## src/design/sfe_pkg.sv

```systemverilog
// Shared types, constants and the digest step function of the sensor frame encoder.
package sfe_pkg;

    localparam int FRAME_LEN  = 18;
    localparam int POS_W      = 5;
    localparam int DIGEST_LEN = 15;
    localparam int STEP_W     = 4;

    localparam logic [POS_W-1:0]  LAST_POS  = POS_W'(FRAME_LEN - 1);
    localparam logic [STEP_W-1:0] LAST_STEP = STEP_W'(DIGEST_LEN - 1);

    localparam logic [15:0] GEN_RESET  = 16'h8810;
    localparam logic [15:0] KEY_RESET  = 16'h5412;
    localparam logic [3:0]  TYPE_RESET = 4'h2;

    localparam logic [7:0] UV_HIGH = 8'hFF;
    localparam logic [7:0] UV_LOW  = 8'h00;

    // Register slots on the APB port (word addresses)
    typedef enum logic [1:0] {
        REG_GENERATOR = 2'd0,
        REG_KEY       = 2'd1,
        REG_TYPE      = 2'd2,
        REG_NONE      = 2'd3
    } reg_idx_t;

    typedef struct packed {
        logic [15:0] generator;
        logic [15:0] key;
        logic [3:0]  sensor_type;
    } cfg_t;

    // One classified reading as handed from front to back
    typedef struct packed {
        logic [15:0] digest;
        logic [31:0] sensor_id;
        logic [7:0]  type_chan;
        logic [7:0]  temp_hi;
        logic [7:0]  temp_lo;
        logic [7:0]  hum_bcd;
        logic [7:0]  checksum;
    } frame_t;

    typedef struct packed {
        logic [15:0] acc;
        logic [15:0] key;
    } digest_t;

    // Eight LFSR steps, data MSB first
    function automatic digest_t digest_byte(digest_t cur, logic [15:0] poly, logic [7:0] data);
        digest_t d;
        int      b;
        d = cur;
        for (b = 7; b >= 0; b--)
        begin
            if (data[b])
            begin
                d.acc = d.acc ^ d.key;
            end
            if (d.key[0])
            begin
                d.key = (d.key >> 1) ^ poly;
            end
            else
            begin
                d.key = d.key >> 1;
            end
        end
        return d;
    endfunction

endpackage

```

## src/design/sfe_front.sv

```systemverilog
// Front end: takes a reading, converts temperature and humidity to BCD, runs the digest.
module sfe_front (
    input  logic                clk,
    input  logic                rst_n,
    input  sfe_pkg::cfg_t       cfg,
    input  logic                in_valid,
    output logic                in_stall,
    input  logic [31:0]         sensor_id,
    input  logic [2:0]          channel,
    input  logic signed [10:0]  temp_tenths,
    input  logic [7:0]          humidity,
    input  logic                batt_good,
    input  logic                startup,
    input  logic                q_full,
    output logic                q_push,
    output sfe_pkg::frame_t     q_data
);
    import sfe_pkg::*;

    logic                busy_reg;
    logic [STEP_W-1:0]   step_reg;
    logic [31:0]         id_reg;
    logic [2:0]          chan_reg;
    logic                start_reg;
    logic                batt_reg;
    logic                neg_reg;
    logic [9:0]          t_reg;
    logic [6:0]          hum_reg;
    logic [3:0]          hund_reg;
    logic [6:0]          rem_reg;
    logic [3:0]          t_tens_reg;
    logic [3:0]          t_units_reg;
    logic [3:0]          h_tens_reg;
    logic [3:0]          h_units_reg;
    logic [7:0]          sum_reg;
    digest_t             dig_reg;

    logic                accept;
    logic signed [11:0]  t_wide;
    logic [9:0]          t_clamp;
    logic [6:0]          hum_sat;
    logic [15:0]         hund_prod;
    logic [9:0]          rem_full;
    logic [14:0]         t_tens_prod;
    logic [14:0]         h_tens_prod;
    logic [6:0]          t_units_full;
    logic [6:0]          h_units_full;
    logic [7:0]          cur_byte;
    logic [7:0]          type_chan;
    logic [7:0]          temp_hi;
    logic [7:0]          temp_lo;
    logic [7:0]          hum_bcd;
    logic [7:0]          sum_next;
    digest_t             dig_next;
    logic                done;

    assign in_stall = busy_reg;
    assign accept   = in_valid && !busy_reg;
    assign done     = busy_reg && (step_reg == LAST_STEP);
    assign q_push   = done && !q_full;

    // negative: 1000 - magnitude, then clamp to 0..999
    always_comb
    begin
        t_wide = temp_tenths[10] ? (12'sd1000 + 12'(temp_tenths)) : 12'(temp_tenths);
        priority if (t_wide < 12'sd0)
        begin
            t_clamp = 10'd0;
        end
        else if (t_wide > 12'sd999)
        begin
            t_clamp = 10'd999;
        end
        else
        begin
            t_clamp = t_wide[9:0];
        end
        hum_sat = (humidity > 8'd99) ? 7'd99 : humidity[6:0];
    end

    // reciprocal multiplies, exact over 0..999 and 0..99
    assign hund_prod    = 16'(t_reg) * 16'd41;
    assign rem_full     = t_reg - 10'(hund_reg) * 10'd100;
    assign t_tens_prod  = 15'(rem_reg) * 15'd205;
    assign h_tens_prod  = 15'(hum_reg) * 15'd205;
    assign t_units_full = rem_reg - 7'(t_tens_reg) * 7'd10;
    assign h_units_full = hum_reg - 7'(h_tens_reg) * 7'd10;

    assign type_chan = {cfg.sensor_type, !start_reg, chan_reg};
    assign temp_hi   = {hund_reg, t_tens_reg};
    assign temp_lo   = {t_units_reg, neg_reg, 1'b0, batt_reg, 1'b0};
    assign hum_bcd   = {h_tens_reg, h_units_reg};

    // frame byte 2 + step
    always_comb
    begin
        unique case (step_reg)
            4'd0:    cur_byte = id_reg[31:24];
            4'd1:    cur_byte = id_reg[23:16];
            4'd2:    cur_byte = id_reg[15:8];
            4'd3:    cur_byte = id_reg[7:0];
            4'd4:    cur_byte = type_chan;
            4'd10:   cur_byte = temp_hi;
            4'd11:   cur_byte = temp_lo;
            4'd12:   cur_byte = hum_bcd;
            4'd13:   cur_byte = UV_HIGH;
            4'd14:   cur_byte = UV_LOW;
            default: cur_byte = 8'h00;
        endcase
    end

    assign dig_next = digest_byte(dig_reg, cfg.generator, cur_byte);
    assign sum_next = sum_reg + cur_byte;

    always_comb
    begin
        q_data.digest    = dig_next.acc;
        q_data.sensor_id = id_reg;
        q_data.type_chan = type_chan;
        q_data.temp_hi   = temp_hi;
        q_data.temp_lo   = temp_lo;
        q_data.hum_bcd   = hum_bcd;
        q_data.checksum  = ~sum_next;
    end

    always_ff @(posedge clk or negedge rst_n)
    begin
        if (!rst_n)
        begin
            busy_reg <= 1'b0;
            step_reg <= '0;
        end
        else if (accept)
        begin
            busy_reg <= 1'b1;
            step_reg <= '0;
        end
        else if (q_push)
        begin
            busy_reg <= 1'b0;
        end
        else if (busy_reg && !done)
        begin
            step_reg <= step_reg + 1'b1;
        end
    end

    always_ff @(posedge clk)
    begin
        if (accept)
        begin
            id_reg      <= sensor_id;
            chan_reg    <= channel;
            start_reg   <= startup;
            batt_reg    <= batt_good;
            neg_reg     <= temp_tenths[10];
            t_reg       <= t_clamp;
            hum_reg     <= hum_sat;
            sum_reg     <= 8'h00;
            dig_reg.acc <= 16'h0000;
            dig_reg.key <= cfg.key;
        end
        else if (busy_reg && !done)
        begin
            sum_reg <= sum_next;
            dig_reg <= dig_next;
            // digit pipeline rides along the first four steps
            unique case (step_reg)
                4'd0:
                begin
                    hund_reg   <= hund_prod[15:12];
                    h_tens_reg <= h_tens_prod[14:11];
                end
                4'd1:
                begin
                    rem_reg     <= rem_full[6:0];
                    h_units_reg <= h_units_full[3:0];
                end
                4'd2:    t_tens_reg  <= t_tens_prod[14:11];
                4'd3:    t_units_reg <= t_units_full[3:0];
                default: ;
            endcase
        end
    end

endmodule

```

## src/design/sfe_queue.sv

```systemverilog
// Two-entry queue of classified frames between front and back.
module sfe_queue (
    input  logic             clk,
    input  logic             rst_n,
    input  logic             push,
    input  sfe_pkg::frame_t  push_data,
    output logic             full,
    input  logic             pop,
    output logic             head_valid,
    output sfe_pkg::frame_t  head
);
    import sfe_pkg::*;

    frame_t      mem_reg [2];
    logic        wr_ptr_reg;
    logic        rd_ptr_reg;
    logic [1:0]  count_reg;
    logic [1:0]  count_next;

    assign full       = (count_reg == 2'd2);
    assign head_valid = (count_reg != 2'd0);
    assign head       = mem_reg[rd_ptr_reg];

    always_comb
    begin
        count_next = count_reg + 2'(push) - 2'(pop);
    end

    always_ff @(posedge clk or negedge rst_n)
    begin
        if (!rst_n)
        begin
            wr_ptr_reg <= 1'b0;
            rd_ptr_reg <= 1'b0;
            count_reg  <= 2'd0;
        end
        else
        begin
            if (push)
            begin
                wr_ptr_reg <= !wr_ptr_reg;
            end
            if (pop)
            begin
                rd_ptr_reg <= !rd_ptr_reg;
            end
            count_reg <= count_next;
        end
    end

    always_ff @(posedge clk)
    begin
        if (push)
        begin
            mem_reg[wr_ptr_reg] <= push_data;
        end
    end

endmodule

```

## src/design/sfe_back.sv

```systemverilog
// Back end: walks the queued frame one byte per beat into the output register.
module sfe_back (
    input  logic                         clk,
    input  logic                         rst_n,
    input  logic                         q_valid,
    input  sfe_pkg::frame_t              q_head,
    output logic                         q_pop,
    output logic                         out_valid,
    input  logic                         out_stall,
    output logic [sfe_pkg::POS_W-1:0]    byte_index,
    output logic [7:0]                   byte_value,
    output logic                         last_byte
);
    import sfe_pkg::*;

    logic [POS_W-1:0]  pos_reg;
    logic              out_valid_reg;
    logic [POS_W-1:0]  index_reg;
    logic [7:0]        value_reg;
    logic              last_reg;
    logic              load;
    logic [7:0]        sel_byte;

    assign load  = q_valid && (!out_valid_reg || !out_stall);
    assign q_pop = load && (pos_reg == LAST_POS);

    always_comb
    begin
        unique case (pos_reg)
            5'd0:    sel_byte = q_head.digest[15:8];
            5'd1:    sel_byte = q_head.digest[7:0];
            5'd2:    sel_byte = q_head.sensor_id[31:24];
            5'd3:    sel_byte = q_head.sensor_id[23:16];
            5'd4:    sel_byte = q_head.sensor_id[15:8];
            5'd5:    sel_byte = q_head.sensor_id[7:0];
            5'd6:    sel_byte = q_head.type_chan;
            5'd12:   sel_byte = q_head.temp_hi;
            5'd13:   sel_byte = q_head.temp_lo;
            5'd14:   sel_byte = q_head.hum_bcd;
            5'd15:   sel_byte = UV_HIGH;
            5'd16:   sel_byte = UV_LOW;
            5'd17:   sel_byte = q_head.checksum;
            default: sel_byte = 8'h00;
        endcase
    end

    always_ff @(posedge clk or negedge rst_n)
    begin
        if (!rst_n)
        begin
            pos_reg       <= '0;
            out_valid_reg <= 1'b0;
        end
        else
        begin
            if (!out_valid_reg || !out_stall)
            begin
                out_valid_reg <= q_valid;
            end
            if (load)
            begin
                pos_reg <= (pos_reg == LAST_POS) ? '0 : pos_reg + 1'b1;
            end
        end
    end

    always_ff @(posedge clk)
    begin
        if (load)
        begin
            index_reg <= pos_reg;
            value_reg <= sel_byte;
            last_reg  <= (pos_reg == LAST_POS);
        end
    end

    assign out_valid  = out_valid_reg;
    assign byte_index = index_reg;
    assign byte_value = value_reg;
    assign last_byte  = last_reg;

endmodule

```

## src/design/sensor_frame_encoder.sv

```systemverilog
// Top level of the sensor frame encoder: config registers, front, queue and back.
//
// Each accepted reading comes out as an 18-byte radio frame, one byte per output
// beat, bytes 0 to 17 in order with last_byte set on byte 17. Throughput is set by
// the one-byte-wide output port; the front digests one frame byte per cycle through
// the LFSR, so it runs ahead and refills the queue while the back end is still
// streaming the previous frame. A frame's first byte reaches the output register
// after the front's digest steps and the queue, once queue and output are free.
// in_stall is high while the front is busy on a reading or waiting for room in the
// two-entry queue. Registers sit on an APB port at byte addresses 0x0 (digest
// generator), 0x4 (digest key) and 0x8 (sensor type); they reset to 0x8810, 0x5412
// and 2 and should only be written while no frame is in flight.
module sensor_frame_encoder (
    input  logic                       clk,
    input  logic                       rst_n,
    // APB config port
    input  logic                       psel,
    input  logic                       penable,
    input  logic                       pwrite,
    input  logic [3:0]                 paddr,
    input  logic [31:0]                pwdata,
    output logic [31:0]                prdata,
    output logic                       pready,
    // reading input
    input  logic                       in_valid,
    output logic                       in_stall,
    input  logic [31:0]                sensor_id,
    input  logic [2:0]                 channel,
    input  logic signed [10:0]         temp_tenths,
    input  logic [7:0]                 humidity,
    input  logic                       batt_good,
    input  logic                       startup,
    // frame byte output
    output logic                       out_valid,
    input  logic                       out_stall,
    output logic [sfe_pkg::POS_W-1:0]  byte_index,
    output logic [7:0]                 byte_value,
    output logic                       last_byte
);
    import sfe_pkg::*;

    cfg_t      cfg_reg;
    reg_idx_t  reg_sel;
    logic      cfg_write;
    logic      q_push;
    logic      q_full;
    logic      q_pop;
    logic      q_valid;
    frame_t    q_data;
    frame_t    q_head;

    assign pready    = 1'b1;
    assign reg_sel   = reg_idx_t'(paddr[3:2]);
    assign cfg_write = psel && penable && pwrite && pready;

    always_ff @(posedge clk or negedge rst_n)
    begin
        if (!rst_n)
        begin
            cfg_reg.generator   <= GEN_RESET;
            cfg_reg.key         <= KEY_RESET;
            cfg_reg.sensor_type <= TYPE_RESET;
        end
        else if (cfg_write)
        begin
            unique case (reg_sel)
                REG_GENERATOR: cfg_reg.generator   <= pwdata[15:0];
                REG_KEY:       cfg_reg.key         <= pwdata[15:0];
                REG_TYPE:      cfg_reg.sensor_type <= pwdata[3:0];
                default:       ; // unmapped slot, write dropped
            endcase
        end
    end

    always_comb
    begin
        unique case (reg_sel)
            REG_GENERATOR: prdata = {16'h0000, cfg_reg.generator};
            REG_KEY:       prdata = {16'h0000, cfg_reg.key};
            REG_TYPE:      prdata = {28'h0000000, cfg_reg.sensor_type};
            default:       prdata = 32'h00000000;
        endcase
    end

    // front: latch reading, BCD digits and digest over bytes 2..16
    sfe_front u_front (
        .clk         (clk),
        .rst_n       (rst_n),
        .cfg         (cfg_reg),
        .in_valid    (in_valid),
        .in_stall    (in_stall),
        .sensor_id   (sensor_id),
        .channel     (channel),
        .temp_tenths (temp_tenths),
        .humidity    (humidity),
        .batt_good   (batt_good),
        .startup     (startup),
        .q_full      (q_full),
        .q_push      (q_push),
        .q_data      (q_data)
    );

    // decouples front from a stalled output
    sfe_queue u_queue (
        .clk        (clk),
        .rst_n      (rst_n),
        .push       (q_push),
        .push_data  (q_data),
        .full       (q_full),
        .pop        (q_pop),
        .head_valid (q_valid),
        .head       (q_head)
    );

    // back: byte serializer with registered output
    sfe_back u_back (
        .clk        (clk),
        .rst_n      (rst_n),
        .q_valid    (q_valid),
        .q_head     (q_head),
        .q_pop      (q_pop),
        .out_valid  (out_valid),
        .out_stall  (out_stall),
        .byte_index (byte_index),
        .byte_value (byte_value),
        .last_byte  (last_byte)
    );

endmodule

```

## config.mk

```make
export PLATFORM = sky130hd
export DESIGN_NAME = sensor_frame_encoder
export DESIGN_NICKNAME = d
export VERILOG_FILES = /design/src/design/sfe_pkg.sv /design/src/design/sfe_front.sv /design/src/design/sfe_queue.sv /design/src/design/sfe_back.sv /design/src/design/sensor_frame_encoder.sv
export SDC_FILE = /design/constraint.sdc
export NUM_CORES = 1
export LEC_CHECK = 0
export BUFFER_PORTS_ARGS = -buffer_cell sky130_fd_sc_hd__buf_2
export CORE_MARGIN = 8
export CORE_UTILIZATION = 45
export CTS_BUF_LIST = sky130_fd_sc_hd__clkbuf_4
export CTS_CLUSTER_SIZE = 14
export DETAILED_ROUTE_END_ITERATION = 8
export REMOVE_ABC_BUFFERS = 1
export SETUP_SLACK_MARGIN = 0.5
export SYNTH_ARGS = -nofsm -noshare
export SYNTH_HDL_FRONTEND = slang
export SYNTH_SLANG_ARGS = --single-unit
```

## constraint.sdc

```tcl
create_clock -name clk -period 14.9 [get_ports clk]
set_input_delay 0.745 -clock clk [delete_from_list [all_inputs] [get_ports clk]]
set_output_delay 0.745 -clock clk [all_outputs]
set_load 0.03 [all_outputs]
```

==> results of run 1 <==
timing repair:
action | 4_1_cts | 5_1_grt
hold buffers | 19 | 0
hold endpoints to repair | 24 | 0
buffers inserted | 0 | 0
path summary, 6_finish.rpt:
kind	slack, ns	cells past startpoint	startpoint	end
setup / recovery	8.54	12	u_front.dig_reg[1]	u_queue.mem_reg[0][80]
hold / removal	0.1	1	sensor_id[9]	u_front.id_reg[9]
setup reg to reg	8.54	12	u_front.dig_reg[1]	u_queue.mem_reg[0][80]
hold reg to reg	0.47	0	u_front.chan_reg[0]	u_queue.mem_reg[0][30]
max in group asynchronous	13.70	3	rst_n	cfg_reg[20]
min in group asynchronous	0.59	3	rst_n	cfg_reg[32]
cell usage in the layout, fill, tap and decap left out, types with 19 or more instances in the layout:
cell type | synthesis | routed
dfxtp_1 | 24 | 24
clkbuf_4 | 0 | 152
buf_2 | 26 | 112
a21oi_1 | 60 | 60
nand2b_1 | 23 | 23
edfxtp_1 | 284 | 284
a21o_1 | 34 | 34
nor2_1 | 121 | 120
o2111ai_1 | 21 | 21
ha_1 | 127 | 127
clkinv_1 | 7 | 25
o211ai_1 | 29 | 29
a211oi_1 | 53 | 53
mux2_2 | 25 | 25
xor2_1 | 49 | 49
o21ai_0 | 131 | 131
inv_1 | 125 | 125
or2_2 | 20 | 20
buf_4 | 21 | 42
nand2_1 | 131 | 131
nand4_1 | 50 | 50
a22oi_1 | 26 | 26
a221oi_1 | 29 | 29
fa_1 | 24 | 24
a211o_1 | 24 | 24
mux2i_1 | 91 | 91
nand3_1 | 72 | 72
xnor2_1 | 109 | 109
dlygate4sd3_1 | 0 | 19
o22ai_1 | 31 | 31
nor3_1 | 46 | 43
dfrtp_1 | 42 | 40
cells by family after synthesis:
family / Yosys count / share of synthesized area
compound gates: 581 / 0.176
xor+xnor: 178 / 0.0772
fa+ha+maj: 152 / 0.0883
buf+inv: 283 / 0.0505
flops: 359 / 0.437
mux: 116 / 0.0506
other cells: 2 / 0.000319
simple gates: 562 / 0.120
metal layers:
metal	vias to the layer above	track usage	wire length, um
met5	-	0	0
met4	0	0.0980	2660
met3	166	0.0512	6620
met2	936	0.374	33100
met1	9252	0.323	31100
li1	8711	-	-
metrics by stage:
step / util / cell area [um^2] / hold WS, ns / cells
after floorplan: - / 22900 / 0.437 / 2097
after CTS: 0.502 / 26200 / 0.0000906 / 3136
after global placement: 0.474 / 24700 / 0.457 / 2939
final: 0.502 / 26200 / 0.0992 / 3137
after detailed placement: 0.474 / 24700 / 0.471 / 2939
after global routing: 0.502 / 26200 / 0.00277 / 3137
area by class of cell:
type | count | area [um^2] | share of cell area
Multi-Input combinational cell | 1606 | 12200 | 0.465
Clock buffer | 152 | 1140 | 0.0436
Timing Repair Buffer | 173 | 1070 | 0.0407
Antenna cell | 1 | 2.50 | 0.0000956
Inverter | 132 | 497 | 0.0190
Sequential cell | 359 | 10300 | 0.393
Tap cell | 688 | 861 | 0.0329
Clock inverter | 26 | 136 | 0.00521
worst max-delay path, stage by stage (launching register included):
cell and delay (ns):
edfxtp_1 0.73, nand3b_1 0.75, a211oi_2 0.55, or3_1 0.70
nand4_1 0.23, nand3_1 0.42, buf_4 0.38, o2111a_1 0.75
o21ai_0 0.23, xnor2_1 0.23, xnor2_1 0.54, a22oi_1 0.17
nand2b_1 0.30
==> impl_metrics.ini, run 1 <==
[routing]
antenna_left = 0
routed_wirelength_mm = 73.5
via_per_inst = 6.08
num_vias = 19100
wire_per_inst_um = 23.4
post-route-drc-count = 0
drtPass1Iterations = 6
drtIter0Drc = 1838

[synth]
ys_types = 95
synth_top_cell_area_share = 0.362
yosysWarnings = 0
synth-edff-count = 284
yosysMostFrequentCell = edfxtp_1
synth_area_um2 = 23600
synth_async_sr_flop_share = 0.142
synth.area.top_cells = edfxtp_1 36%, ha_1 6.7%, dfrtp_1 4.5%
synth_common_cells = 284 x edfxtp_1, 131 x nand2_1, 131 x o21ai_0
synth_seq_area_share = 0.437
synth_cells = 2233
ys_seq_elements = 359
syn_area_per_cell_um2 = 10.5
synth_top_cell_by_area = edfxtp_1
synth_ff_type = edfxtp_1

[sta]
tightest_slew_ns = 1.26
setup_ws_ns = 8.54
setup_violations = 0
skew_ns = 0.0757
finalCriticalPeriod_ns = 6.36
fmax_ghz = 0.157
drv_slew = 0
min_period_over_period = 0.427
fin_setup_tns_ns = 0
hold_violations = 0
rsz0062_at_grt = false
relSlewSlack = 0.158

[placed_design]
place_ws_ns = 8.72
hpwlAfterDp_mm = 50.9
finalWeightedCongestion = 0.921
port-buffer-count = 112

[global_route]
grt_pass1_wl_mm = 112
grt_use_total = 0.240
grt_max_degree = 61
overflow = 0
grt_pass1_vias = 18700
antenna_found_initial = 1

[clocking]
cts.sinks = 359
cts_resized = 0
cts_tree = yes
h-tree-depth = 3
cts.clk_slew.worst_paths_ns = 0.06
numCtsBuffers = 100
cts.path.max_buffers = 3
worstSkewPairLatency_ns = 0.86
cts_root_buf = clkbuf_4

[die]
die_y_um = 245
rows = 84
die-area_um2 = 59900
die_w_um = 245
ios = 148
start_util = 0.452
core-area_um2 = 52100

[outcome]
status = completed

[setup_path]
setup.worst_path.class = register to register
critPathCaptureType = register
cp-start-kind = register
cp.required_ns = 15.38
cp.arrival_ns = 6.83
path_max_fanout = 20

[cells_and_area]
fill_cells = 4835
largest_reg_flops = 172
nets = 2622
drive_gt1_frac = 0.167
syn2layout_area_growth_pct = 11.2

[run]
maxCapViolCount = 0

[min_path]
hp-class = primary input to register
Power of run 1 is left out: the tool's default activity adds up to more than one toggle a clock period on the data nets, which glitch-free logic cannot reach.
==> run 2: changes to the inputs <==
clock period = 5.2 ns   (was 14.9 ns; I/O delays follow)
==> impl_metrics.ini, run 2 (synthesis gave the netlist of run 1 again) <==
[sta]
fmax_ghz = 0.222
setup_violations = 0
rsz0062_at_grt = false
finalCriticalPeriod_ns = 4.49
drv_slew = 0
min_period_over_period = 0.864
relSlewSlack = 0.250
skew_ns = 0.0543
fin_setup_tns_ns = 0
setup_ws_ns = 0.706
hold_violations = 0
tightest_slew_ns = 1.12

[die]
ios = 148
die_w_um = 245
core-area_um2 = 52100
die_y_um = 245
start_util = 0.452
rows = 84
die-area_um2 = 59900

[setup_path]
critPathCaptureType = register
cp.arrival_ns = 5.07
reg2reg_from = u_front.dig_reg[1]
cp-start-kind = register
cp.required_ns = 5.78
path_max_fanout = 22
r2r_setup_slack_ns = 0.71
reg2regPathDepth = 13
reg2reg_to = u_queue.mem_reg[0][81]
setup.worst_path.class = register to register

[routing]
drtIter0Drc = 1928
via_per_inst = 6.03
num_vias = 19800
wire_per_inst_um = 22.9
drtPass1Iterations = 5
antenna_left = 0
post-route-drc-count = 0
routed_wirelength_mm = 75.0

[global_route]
grt_pass1_vias = 19400
grt_use_total = 0.244
grt_max_degree = 70
overflow = 0
grt_pass1_wl_mm = 114
antenna_found_initial = 2

[clocking]
numCtsBuffers = 98
cts_tree = yes
cts.sinks = 359
cts_root_buf = clkbuf_4
worstSkewPairLatency_ns = 0.87
cts.path.max_buffers = 3
cts.clk_slew.worst_paths_ns = 0.08
h-tree-depth = 3

[placed_design]
port-buffer-count = 112
post_dp_cell_area_um2 = 25200
hpwlAfterDp_mm = 53.4
finalWeightedCongestion = 0.961
place_ws_ns = 0.511

[min_path]
holdPathEnd = cfg_reg[35]
hp-class = primary input to register
hp-start = pwrite
holdPathStages = 6

[cells_and_area]
nets = 2753
syn2layout_area_growth_pct = 16.9
largest_reg_flops = 172
most-common-layout-cells = 284 x edfxtp_1, 164 x clkbuf_4, 131 x nand2_1, 131 x o21ai_0
drive_gt1_frac = 0.190
final_core_util = 0.528
mostFrequentLayoutCell = edfxtp_1
fin_area_um2 = 27500

[run]
maxCapViolCount = 0

[outcome]
status = completed
run 2: layer usage:
metal | vias up | GRT usage | part of all wire
li1 | 8995 | - | -
met1 | 9596 | 0.325 | 0.42
met2 | 970 | 0.389 | 0.46
met3 | 189 | 0.0486 | 0.082
met4 | 2 | 0.0997 | 0.040
met5 | - | 0 | 0.00075
run 2: how the worst max path moves through the flow:
stage / start / end / slack [ns] / cells past startpoint
floorplan: cfg_reg[20] / u_queue.mem_reg[0][77] / -0.35 / 11
global placement: u_front.dig_reg[1] / u_queue.mem_reg[1][82] / 0.56 / 12
detailed placement: u_front.dig_reg[1] / u_queue.mem_reg[0][82] / 0.51 / 12
CTS: u_front.dig_reg[1] / u_queue.mem_reg[1][72] / 0.56 / 13
global route: u_front.dig_reg[1] / u_queue.mem_reg[0][81] / 0.52 / 13
finish: u_front.dig_reg[1] / u_queue.mem_reg[0][81] / 0.71 / 13
run 2: repair_timing:
action,in CTS,in global routing
gates resized for setup,1,12
setup buffers,0,6
hold buffers,92,0
endpoints found under the setup margin,2,52
endpoints found under the hold margin,148,0
run 2: worst max-delay path, stage by stage, from the launching register on:
cell	delay [ns]
edfxtp_1	0.53
buf_12	0.20
and4bb_1	0.31
a211oi_4	0.09
xnor2_4	0.61
buf_6	0.30
a211oi_1	0.12
or3_1	0.34
o211ai_2	0.31
xor2_1	0.29
xnor2_1	0.21
or4_4	0.58
a22oi_1	0.20
nor2b_1	0.09
run 2: layout make-up:
cell class	instances	area, um^2
clock buffers	164	1230
well taps	688	861
fillers	4705	24600
flip-flops and latches	359	10300
repair buffers	306	2310
multi-input cells	1606	12200
diodes	3	7.51
inverters	132	497
clock inverters	16	103
run 2: through the flow:
| stage | hold WS (ns) | std cells |
|---|---|---|
| floorplan | -0.0356 | 2097 |
| global placement | 0.438 | 2993 |
| detailed placement | 0.439 | 2993 |
| CTS | 0.0107 | 3265 |
| global route | 0.0586 | 3274 |
| finish | 0.0801 | 3274 |
Power of run 2 is left out for the same reason.
==> run 3: changes to the inputs <==
CORE_UTILIZATION = 58   (was 45)
PLACE_DENSITY = 0.8   (was default)
==> impl_metrics.ini, run 3 (synthesis gave the netlist of run 1 again) <==
[sta]
rsz0062_at_grt = false
tightest_slew_ns = 1.20
fmax_ghz = 0.219
skew_ns = 0.101
relSlewSlack = 0.200
min_period_over_period = 0.880
hold_violations = 0
setup_violations = 0
drv_slew = 0
finalCriticalPeriod_ns = 4.58

[routing]
post-route-drc-count = 0
antenna_left = 0
num_vias = 20500
routed_wirelength_mm = 75.9
drtPass1Iterations = 9
drtIter0Drc = 2593
wire_per_inst_um = 24.5
via_per_inst = 6.59

[setup_path]
critPathLaunch = u_front.dig_reg[1]
reg2reg_from = u_front.dig_reg[1]
r2r_setup_slack_ns = 0.62
path_max_fanout = 22
reg2regPathDepth = 13
setup.worst_path.class = register to register
cp.arrival_ns = 5.13
cp-start-kind = register
reg2reg_to = u_queue.mem_reg[1][81]
critPathCaptureType = register
cp.required_ns = 5.75

[global_route]
overflow = 0
grt_pass1_vias = 20400
antenna_found_initial = 1
grt_max_degree = 59
grt_use_total = 0.317
grt_pass1_wl_mm = 117

[cells_and_area]
syn2layout_area_growth_pct = 15.4
nets = 2744
final_core_util = 0.672
largest_reg_flops = 172
drive_gt1_frac = 0.180
mostFrequentLayoutCell = edfxtp_1
most-common-layout-cells = 284 x edfxtp_1, 132 x clkbuf_4, 131 x nand2_1, 131 x o21ai_0

[clocking]
numCtsBuffers = 93
cts_tree = yes
cts.path.max_buffers = 3
worstSkewPairLatency_ns = 0.88
cts.sinks = 359
h-tree-depth = 3
cts.clk_slew.worst_paths_ns = 0.08
cts_root_buf = clkbuf_4

[die]
die_y_um = 218
rows = 74
start_util = 0.582
die-area_um2 = 47300
die_w_um = 218
core-area_um2 = 40500
ios = 148

[outcome]
status = completed

[placed_design]
hpwlAfterDp_mm = 52.6
finalWeightedCongestion = 0.993
port-buffer-count = 112

[run]
maxCapViolCount = 0

[min_path]
hp-class = primary input to async pin
run 3: cell types whose count changed in the layout (fill, tap and decap cells not counted), sizes merged:
cell,previous run,this run
clkbuf,164,132
clkinvlp,1,0
clkinv,18,42
diode,3,1
dlygate4sd3,92,88
inv,128,129
run 3: final cells by class:
class | count | area, um^2
flip-flops and latches | 359 | 10300
well taps | 532 | 666
inverters | 132 | 497
fillers | 3003 | 13300
clock inverters | 40 | 215
multi-input cells | 1606 | 12200
clock buffers | 132 | 991
diodes | 1 | 2.50
repair buffers | 302 | 2290
run 3: metal layers:
metal / up-vias / GRT usage / part of all wire
met3: 256 / 0.0716 / 0.11
met2: 1371 / 0.498 / 0.45
met1: 9879 / 0.406 / 0.38
met4: 0 / 0.168 / 0.056
met5: - / 0 / 0
li1: 8953 / - / -
run 3: repair_timing:
item                                    in CTS  in global routing
setup buffers                                0                  1
gates resized for setup                      0                 11
hold buffers                                88                  0
endpoints found under the setup margin       0                 49
hold endpoints to repair                   141                  0
run 3: how the worst max path moves through the flow:
stage,to,slack [ns],cells past startpoint
2_1_floorplan,u_queue.mem_reg[0][77],-0.35,11
3_3_place_gp,u_queue.mem_reg[1][80],0.61,13
3_5_place_dp,u_queue.mem_reg[0][80],0.50,13
4_1_cts,u_queue.mem_reg[0][80],0.55,13
5_1_grt,u_front.dig_reg[0],0.52,13
6_report,u_queue.mem_reg[1][81],0.62,13
run 3: through the flow:
step / setup TNS (ns) / hold slack, ns / area, um^2 / instances / worst slack (ns)
after floorplan: -22.13 / -0.0356 / 22900 / 2097 / -0.347
after global placement: 0 / 0.437 / 25000 / 2842 / 0.611
after detailed placement: 0 / 0.438 / 25000 / 2842 / 0.504
after CTS: 0 / 0.0413 / 27100 / 3102 / 0.549
after global routing: 0 / 0.0866 / 27200 / 3104 / 0.523
final: 0 / 0.0891 / 27200 / 3104 / 0.624
run 3: worst max-delay path, cell delays in order (launching register included):
cell and delay [ns]:
edfxtp_1 0.56, buf_4 0.26, and4bb_1 0.26, a211oi_4 0.43
xnor2_4 0.33, buf_4 0.33, a211oi_1 0.12, or3_1 0.33
o211ai_2 0.31, xor2_1 0.31, xnor2_1 0.22, or4_4 0.58
a22oi_1 0.21, nor2b_1 0.09
Power of run 3 is left out for the same reason.
